File: src/ptq_pkg.sv
`timescale 1ns / 1ps
package ptq_pkg;
  localparam int Depth = 16;
  localparam int IdxW = $clog2(Depth);
  localparam int CntW = $clog2(Depth + 1);
  localparam int MaxRes = 16;
  localparam int ResW = $clog2(MaxRes + 1);

  typedef enum logic [1:0] {
    OP_TICK = 2'd0,
    OP_ADD = 2'd1,
    OP_DEL_EV = 2'd2,
    OP_DEL_CL = 2'd3
  } op_t;

  typedef enum logic [1:0] {
    KIND_ACK = 2'd0,
    KIND_FIRED = 2'd1,
    KIND_IDLE = 2'd2
  } kind_t;

  typedef struct packed {
    logic [1:0] operation;
    logic [7:0] client_id;
    logic [15:0] event_code;
    logic [15:0] period;
  } in_item_t;

  typedef struct packed {
    logic [1:0] kind;
    logic status;
    logic [7:0] fired_client;
    logic [15:0] fired_event;
    logic last;
  } out_item_t;

  typedef struct packed {
    logic [7:0] client;
    logic [15:0] evt;
    logic [15:0] period;
  } desc_t;

  typedef enum logic [3:0] {
    ST_IDLE,
    ST_ADD_SCAN,
    ST_ADD_WAIT,
    ST_INS,
    ST_INS_RD,
    ST_INS_CMP,
    ST_DEL,
    ST_DEL_RD,
    ST_TICK_HEAD,
    ST_TICK_RD,
    ST_TICK_CHK,
    ST_TICK_SHIFT,
    ST_TICK_END,
    ST_OUT
  } state_t;

  // request from sequencer to the order list memory
  typedef struct packed {
    logic we;
    logic [IdxW-1:0] waddr;
    logic [IdxW-1:0] wdata;
    logic [IdxW-1:0] raddr;
  } ord_req_t;
endpackage

File: src/periodic_timer_queue_unit.sv
`timescale 1ns / 1ps
// Add scans the order list for a free slot, writes both stores at it, then walks the
// insert down from the tail; delete walks every order entry once; a tick checks the head
// and, per fired timer, shifts the order list down one place and reinserts the timer.
// Throughput: one item at a time; the next item is taken in the cycle after the last
// result of the previous one left.
// Reset: rst_n synchronous low clears time, entry count and control; the stores are
// written before any read of them.
module periodic_timer_queue_unit (
  input  logic                 clk,
  input  logic                 rst_n,
  input  logic                 in_valid,
  output logic                 in_ready,
  input  ptq_pkg::in_item_t    in_data,
  output logic                 out_valid,
  input  logic                 out_ready,
  output ptq_pkg::out_item_t   out_data
);
  import ptq_pkg::*;

  state_t state_r, state_nxt;
  in_item_t item_r, item_nxt;
  logic [31:0] time_r, time_nxt;
  logic [CntW-1:0] count_r, count_nxt;
  logic [CntW-1:0] pos_r, pos_nxt;   // walk position
  logic [CntW-1:0] wr_r, wr_nxt;     // delete compaction pointer
  logic [Depth-1:0] used_r, used_nxt;
  logic [IdxW-1:0] slot_r, slot_nxt; // slot being inserted
  logic [31:0] dl_r, dl_nxt;         // deadline being inserted
  logic [ResW-1:0] nres_r, nres_nxt;
  out_item_t out_r, out_nxt;
  logic pend_r, pend_nxt;            // out_r holds a fired result not yet taken
  logic [IdxW-1:0] head_r, head_nxt;

  // slot-indexed stores: deadline and descriptor, read by slot number
  logic dl_we, ds_we;
  logic [IdxW-1:0] dl_waddr, st_raddr;
  logic [31:0] dl_wdata, dl_rdata;
  desc_t ds_wdata, ds_rdata;
  ord_req_t ord;
  logic [IdxW-1:0] ord_rdata;
  logic del_keep;

  ptq_ram #(.Width(32), .Words(Depth), .AddrW(IdxW)) u_dl (
    .clk, .we(dl_we), .waddr(dl_waddr), .wdata(dl_wdata),
    .raddr(st_raddr), .rdata(dl_rdata));
  ptq_ram #(.Width($bits(desc_t)), .Words(Depth), .AddrW(IdxW)) u_ds (
    .clk, .we(ds_we), .waddr(dl_waddr), .wdata(ds_wdata),
    .raddr(st_raddr), .rdata(ds_rdata));
  ptq_ram #(.Width(IdxW), .Words(Depth), .AddrW(IdxW)) u_ord (
    .clk, .we(ord.we), .waddr(ord.waddr), .wdata(ord.wdata),
    .raddr(ord.raddr), .rdata(ord_rdata));

  always_ff @(posedge clk) begin
    if (!rst_n) begin
      state_r <= ST_IDLE;
      time_r <= '0;
      count_r <= '0;
      pend_r <= 1'b0;
    end else begin
      state_r <= state_nxt;
      time_r <= time_nxt;
      count_r <= count_nxt;
      pend_r <= pend_nxt;
    end
    item_r <= item_nxt;
    pos_r <= pos_nxt;
    wr_r <= wr_nxt;
    used_r <= used_nxt;
    slot_r <= slot_nxt;
    dl_r <= dl_nxt;
    nres_r <= nres_nxt;
    out_r <= out_nxt;
    head_r <= head_nxt;
  end

  // first free slot from the used mask
  logic [IdxW-1:0] free_idx;
  always_comb begin
    free_idx = '0;
    for (int i = Depth - 1; i >= 0; i--) begin
      if (!used_r[i]) free_idx = IdxW'(i);
    end
  end

  // keep the entry unless client matches and, for a client+event delete, event too
  assign del_keep = !(ds_rdata.client == item_r.client_id &&
                      (op_t'(item_r.operation) == OP_DEL_CL ||
                       ds_rdata.evt == item_r.event_code));

  always_comb begin
    state_nxt = state_r;
    item_nxt = item_r;
    time_nxt = time_r;
    count_nxt = count_r;
    pos_nxt = pos_r;
    wr_nxt = wr_r;
    used_nxt = used_r;
    slot_nxt = slot_r;
    dl_nxt = dl_r;
    nres_nxt = nres_r;
    out_nxt = out_r;
    pend_nxt = pend_r;
    head_nxt = head_r;
    in_ready = 1'b0;
    out_valid = 1'b0;
    dl_we = 1'b0;
    ds_we = 1'b0;
    dl_waddr = slot_r;
    dl_wdata = dl_r;
    ds_wdata = desc_t'{item_r.client_id, item_r.event_code, item_r.period};
    st_raddr = ord_rdata;
    ord = '0;
    ord.raddr = pos_r[IdxW-1:0];
    unique case (state_r)
      ST_IDLE: begin
        in_ready = 1'b1;
        pos_nxt = '0;
        wr_nxt = '0;
        used_nxt = '0;
        nres_nxt = '0;
        pend_nxt = 1'b0;
        ord.raddr = '0;
        if (in_valid) begin
          item_nxt = in_data;
          unique case (op_t'(in_data.operation))
            OP_TICK: begin
              time_nxt = time_r + 32'd1;
              state_nxt = ST_TICK_HEAD;
            end
            OP_ADD: begin
              if (count_r >= CntW'(Depth)) begin
                // table full: leave it as is, report full
                out_nxt = out_item_t'{KIND_ACK, 1'b1, 8'd0, 16'd0, 1'b1};
                state_nxt = ST_OUT;
              end else begin
                if (in_data.period == 16'd0) item_nxt.period = 16'd1;
                state_nxt = (count_r == '0) ? ST_ADD_WAIT : ST_ADD_SCAN;
              end
            end
            OP_DEL_EV, OP_DEL_CL: begin
              out_nxt = out_item_t'{KIND_ACK, 1'b0, 8'd0, 16'd0, 1'b1};
              state_nxt = (count_r == '0) ? ST_OUT : ST_DEL_RD;
            end
          endcase
        end
      end
      // mark slots in use, one order entry a cycle
      ST_ADD_SCAN: begin
        ord.raddr = IdxW'(pos_r + CntW'(1));
        used_nxt[ord_rdata] = 1'b1;
        pos_nxt = pos_r + CntW'(1);
        if (pos_r + CntW'(1) == count_r) state_nxt = ST_ADD_WAIT;
      end
      // write both stores at the free slot, then sort it in from the tail
      ST_ADD_WAIT: begin
        slot_nxt = free_idx;
        dl_nxt = time_r + {16'd0, item_r.period};
        dl_we = 1'b1;
        ds_we = 1'b1;
        dl_waddr = free_idx;
        dl_wdata = time_r + {16'd0, item_r.period};
        pos_nxt = count_r;
        out_nxt = out_item_t'{KIND_ACK, 1'b0, 8'd0, 16'd0, 1'b1};
        state_nxt = ST_INS;
      end
      // insert: walk down from pos, read order[pos-1] then its deadline
      ST_INS: begin
        if (pos_r == '0) begin
          ord.we = 1'b1;
          ord.waddr = '0;
          ord.wdata = slot_r;
          count_nxt = count_r + CntW'(1);
          state_nxt = (op_t'(item_r.operation) == OP_TICK) ? ST_TICK_HEAD : ST_OUT;
        end else begin
          ord.raddr = IdxW'(pos_r - CntW'(1));
          state_nxt = ST_INS_RD;
        end
      end
      ST_INS_RD: begin
        head_nxt = ord_rdata;
        st_raddr = ord_rdata;
        state_nxt = ST_INS_CMP;
      end
      // later deadline moves up one place; equal or earlier stops the walk
      ST_INS_CMP: begin
        ord.we = 1'b1;
        ord.waddr = pos_r[IdxW-1:0];
        if (dl_rdata > dl_r) begin
          ord.wdata = head_r;
          pos_nxt = pos_r - CntW'(1);
          state_nxt = ST_INS;
        end else begin
          ord.wdata = slot_r;
          count_nxt = count_r + CntW'(1);
          state_nxt = (op_t'(item_r.operation) == OP_TICK) ? ST_TICK_HEAD : ST_OUT;
        end
      end
      // delete: order[pos] arrives, fetch its descriptor
      ST_DEL_RD: begin
        head_nxt = ord_rdata;
        st_raddr = ord_rdata;
        state_nxt = ST_DEL;
      end
      // compact survivors toward the front; wr never passes the read position
      ST_DEL: begin
        if (del_keep) begin
          ord.we = 1'b1;
          ord.waddr = wr_r[IdxW-1:0];
          ord.wdata = head_r;
          wr_nxt = wr_r + CntW'(1);
        end
        pos_nxt = pos_r + CntW'(1);
        ord.raddr = IdxW'(pos_r + CntW'(1));
        if (pos_r + CntW'(1) == count_r) begin
          count_nxt = del_keep ? wr_r + CntW'(1) : wr_r;
          state_nxt = ST_OUT;
        end else begin
          state_nxt = ST_DEL_RD;
        end
      end
      ST_TICK_HEAD: begin
        ord.raddr = '0;
        if (count_r == '0 || nres_r == ResW'(MaxRes)) state_nxt = ST_TICK_END;
        else state_nxt = ST_TICK_RD;
      end
      ST_TICK_RD: begin
        head_nxt = ord_rdata;
        st_raddr = ord_rdata;
        state_nxt = ST_TICK_CHK;
      end
      // head due: offer the held result first, else capture this one and rearm
      ST_TICK_CHK: begin
        if (dl_rdata > time_r) begin
          state_nxt = ST_TICK_END;
        end else if (pend_r) begin
          state_nxt = ST_OUT;
        end else begin
          out_nxt = out_item_t'{KIND_FIRED, 1'b0, ds_rdata.client, ds_rdata.evt, 1'b0};
          pend_nxt = 1'b1;
          nres_nxt = nres_r + ResW'(1);
          slot_nxt = head_r;
          dl_nxt = time_r + {16'd0, ds_rdata.period};
          pos_nxt = CntW'(1);
          ord.raddr = IdxW'(1);
          state_nxt = ST_TICK_SHIFT;
        end
      end
      // drop the head: move order[1..count-1] down one place, then write new deadline
      ST_TICK_SHIFT: begin
        if (pos_r == count_r) begin
          count_nxt = count_r - CntW'(1);
          dl_we = 1'b1;
          pos_nxt = count_r - CntW'(1);
          state_nxt = ST_INS;
        end else begin
          ord.we = 1'b1;
          ord.waddr = IdxW'(pos_r - CntW'(1));
          ord.wdata = ord_rdata;
          ord.raddr = IdxW'(pos_r + CntW'(1));
          pos_nxt = pos_r + CntW'(1);
        end
      end
      ST_TICK_END: begin
        if (pend_r) out_nxt.last = 1'b1;
        else out_nxt = out_item_t'{KIND_IDLE, 1'b0, 8'd0, 16'd0, 1'b1};
        state_nxt = ST_OUT;
      end
      // hold the result until taken; a non-final fired result resumes the tick
      ST_OUT: begin
        out_valid = 1'b1;
        if (out_ready) begin
          pend_nxt = 1'b0;
          state_nxt = out_r.last ? ST_IDLE : ST_TICK_HEAD;
        end
      end
      default: state_nxt = ST_IDLE;
    endcase
  end

  assign out_data = out_r;

  property p_out_hold;
    @(posedge clk) disable iff (!rst_n) out_valid && !out_ready |=> out_valid;
  endproperty
  a_out_hold: assert property (p_out_hold) else $error("result dropped");
  a_out_stable: assert property (@(posedge clk) disable iff (!rst_n)
    out_valid && !out_ready |=> $stable(out_data)) else $error("result changed");
  a_count: assert property (@(posedge clk) disable iff (!rst_n)
    count_r <= CntW'(Depth)) else $error("count overflow");
  a_excl: assert property (@(posedge clk) disable iff (!rst_n)
    !(in_ready && out_valid)) else $error("overlap");
endmodule

File: src/ptq_ram.sv
`timescale 1ns / 1ps
module ptq_ram #(
  parameter int Width = 8,
  parameter int Words = 16,
  parameter int AddrW = 4
) (
  input  logic             clk,
  input  logic             we,
  input  logic [AddrW-1:0] waddr,
  input  logic [Width-1:0] wdata,
  input  logic [AddrW-1:0] raddr,
  output logic [Width-1:0] rdata
);
  logic [Width-1:0] mem [Words];
  always_ff @(posedge clk) begin
    if (we) begin
      mem[waddr] <= wdata;
    end
    rdata <= mem[raddr];
  end
endmodule

File: config.mk
export PLATFORM = sky130hd
export DESIGN_NAME = periodic_timer_queue_unit
export DESIGN_NICKNAME = d
export VERILOG_FILES = /design/src/ptq_pkg.sv /design/src/periodic_timer_queue_unit.sv /design/src/ptq_ram.sv
export SDC_FILE = /design/constraint.sdc
export NUM_CORES = 2
export LEC_CHECK = 0
export BUFFER_PORTS_ARGS = -buffer_cell sky130_fd_sc_hd__buf_4
export CORE_ASPECT_RATIO = 0.7
export CORE_MARGIN = 2
export CORE_UTILIZATION = 57
export CTS_CLUSTER_SIZE = 12
export DETAILED_ROUTE_END_ITERATION = 12
export PLACE_DENSITY = 0.82
export SYNTH_ARGS = -nofsm -noshare
export SYNTH_HDL_FRONTEND = slang
export SYNTH_SLANG_ARGS = --single-unit
export TNS_END_PERCENT = 1
File: constraint.sdc
create_clock -name clk -period 4.3 [get_ports clk]
set_input_delay 0.215 -clock clk [delete_from_list [all_inputs] [get_ports clk]]
set_output_delay 0.215 -clock clk [all_outputs]
set_load 0.02 [all_outputs]
==> metrics.md <==
| Metric | Value |
|---|---|
| Total grt overflow | 0 |
| Max H-tree Level | 4 |
| Layout cell share with drive strength beyond 1 | 0.226 |
| Placed Cells | 4782 |
| Final Hold Vio Count | 0 |
| Synth Cell Area | 60300 um^2 |
| Ant. Diodes | 0 |
| Min-Delay Path Class | in2reg |
| Worst r2r src | ds_wdata[0]$_DFFE_PP_ |
| Fmax | 0.249 GHz |
| Clock latency on the worst-skew pair | 0.79 ns |
| Syn nets | 3450 |
| Number of global-route vias before repair | 33400 |
| Crit end category | register |
| Relative slew slack | 0.170 |
| Synth area leader | edfxtp_1 |
| Antenna violations before repair | 2 |
| Routed wl met2 | 69300 um |
| WP data required | 4.77 ns |
| M1 WL | 58000 um |
| Critical hold path startpoint | in_data[19] |
| Setup crit start | ds_wdata[0]$_DFFE_PP_ |
| Core region area | 105000 um^2 |
| Most frequent cell after synthesis | edfxtp_1 |
| Die Area | 109000 um^2 |
| RD Place Congestion | 0.959 |
| Synth Flop Type | edfxtp_1 |
| FILL cells | 6606 |
| Yosys warns | 0 |
| Maxcap violations | 0 |
| Netlist cell types | 78 |
| Gr usage total | 0.280 |
| Syn avg cell area | 18.3 um^2 |
| Initial cell density of the core | 0.577 |
| Residual DRC | 0 |
| Top cell type's share of synthesized area | 0.675 |
| Largest net degree at the start of global routing | 80 |
| Post-Route WL | 150000 um |
| DP Wirelength | 83400 um |
| DR vias/cell | 6.56 |
| CTS root buf | clkbuf_16 |
| Sink Count | 1475 |
| Total chip power | 0.0437 W |
| RSZ-0062 raised after global routing | false |
| Ranking of synthesized cells by area | edfxtp_1 68%, mux4_2 13%, dfxtp_1 3.9%, ha_1 2.2%, xnor2_1 1.3% |
| Max VDD drop | 0.449 mV |
| DR WL met3 | 19400 um |
| Pleak | 22.5 nW |
| Die Height | 276 um |
| DR vias | 33400 |
| Max Root-Sink Buffers | 3 |
| Final WS setup | 0.276 ns |
| TritonCTS clock tree | yes |
| Cells after synthesis | 3296 |
| Setup Crit Path Kind | reg2reg |
| Num rows | 99 |
| Final Instance Count excl. Fillers | 5088 |
| Final period utilization | 0.936 |
| CP arrival | 4.49 ns |
| Outcome | finished clean |
| Power Dens Cells | 636 nW/um^2 |
| Top cells by count, synth | 1357 x edfxtp_1, 360 x mux4_2, 166 x nand2_1 |
| First-pass GRT wire length | 220000 um |
| Seq cells post-synth | 1475 |
| CP Launch Type | register |
| PortBufs | 75 |
| Clk slew on worst S/H paths | 0.06 ns |
| Async SR Flop Fraction | 0 |
| Skew final | 0.0329 ns |
| Die width | 393 um |
| Layout Nets | 3715 |
| IO Pins | 76 |
| Highest routed layer | met5 |
| Cts bufs inserted | 144 |
| Area growth syn-to-layout | 13.9% |
| DR iter-0 viols | 4294 |
| Setup WS pre-CTS | 0.216 ns |
| Number of synthesized flops with an enable pin | 1357 |
| Post-layout min period | 4.02 ns |
| Finish-stage setup viols | 0 |
| Antenna-violating nets left | 0 |
| WL/cell | 29.6 um |
| Worst-Margin Slew | 1.23 ns |
| Slew Limit Fails | 0 |
| CP max FO | 16 |
| Seq/Total Area, Yosys | 0.715 |
| First drt pass iteration count | 6 |
-- power breakdown --
part	total (W)	internal (W)	switching (W)
clock	0.0119	0.00664	0.00526
sequential	0.0190	0.0177	0.00130
combinational	0.0128	0.00576	0.00704
-- final cells by class --
cell class,instances,area [um^2],share of cell area
clock buffer,240,4140,0.0603
clock inverter,19,208,0.00302
inverter,97,364,0.00530
multi-input combinational,1565,16500,0.240
sequential,1475,43100,0.628
tap,1414,1770,0.0257
timing repair buffer,278,2610,0.0380
-- metrics by stage --
step	hold slack, ns	utilization	area [um^2]	setup TNS (ns)
6_report	0.155	0.657	68700	0
5_1_grt	0.153	0.657	68700	0
4_1_cts	0.115	0.657	68700	0
3_5_place_dp	0.394	0.611	63900	0
3_3_place_gp	0.394	0.611	63900	0
2_1_floorplan	0.314	-	60300	-10.78
-- placed cells by master (no fill, tap or decap), types with 9 or more instances in the layout --
master / count
clkbuf_1: 85
a21oi_1: 73
o211ai_1: 11
o22ai_1: 9
and2_1: 62
xor2_1: 38
o21a_1: 19
nor4_1: 14
nand2b_1: 17
nor2_4: 34
a31oi_1: 12
nor2_1: 102
dfxtp_1: 114
ha_1: 106
o21ai_0: 102
nand2_1: 165
nor3_1: 33
edfxtp_1: 1357
nand3_1: 46
mux2i_1: 66
a21o_1: 22
buf_12: 33
dlygate4sd3_1: 46
clkbuf_16: 150
mux4_2: 360
inv_1: 94
xnor2_1: 88
buf_4: 198
and3_1: 11
nor2b_1: 16
nand4_1: 29
-- cells by family (layout without fill, tap and decap cells) --
logic type                 Yosys count  after routing  synth area share
DFF                               1475           1475             0.715
and+or+nand+nor                    565            565            0.0462
muxes                              426            426             0.145
AOI/OAI and AO/OA                  340            340            0.0362
buffers and inverters              256            634            0.0167
xor gates and xnor gates           126            126            0.0183
adders and majority gates          108            108            0.0226
-- final timing paths --
check / endpoint / slack [ns] / cells after the start
hold reg to reg: time_r[31]$_SDFFE_PN0P_ / 0.54 / 2
setup / recovery: u_dl.mem[5][18]$_DFFE_PP_ / 0.28 / 14
hold / removal: ds_wdata[19]$_DFFE_PP_ / 0.15 / 2
setup reg to reg: u_dl.mem[5][18]$_DFFE_PP_ / 0.28 / 14
-- critical path, cell delays in order (launching register included) --
cell and delay (ns):
edfxtp_1 0.35, ha_1 0.24, inv_1 0.08, fa_1 0.43
nor2b_1 0.13, o21ai_0 0.14, a21oi_1 0.29, o21a_1 0.20
o311ai_0 0.12, buf_4 0.17, o211ai_1 0.34, a31oi_1 0.15
o21bai_1 0.33, nand3_1 0.14, a31oi_2 0.64
-- metal layers --
layer | up-vias | GRT usage
met2 | 2402 | 0.417
met1 | 17000 | 0.407
met5 | - | 0
li1 | 13700 | -
met4 | 2 | 0.0850
met3 | 279 | 0.0811
-- flip-flops by register name (all words and copies together) (netlist names), 16 cells and up --
register and flops:
time_r 32, out_data 28, u_ord.mem 64, u_dl.mem 512
dl_r 32, ds_wdata 40, u_ds.rdata 40, u_ds.mem 640
u_dl.rdata 32, used_r 16
-- repair_timing --
action	CTS	global route
resized for setup	0	2
setup endpoints to repair	0	20
hold buffers	46	0
buffers inserted	0	0
hold endpoints to repair	85	0
(Power assumes the default switching activity.)
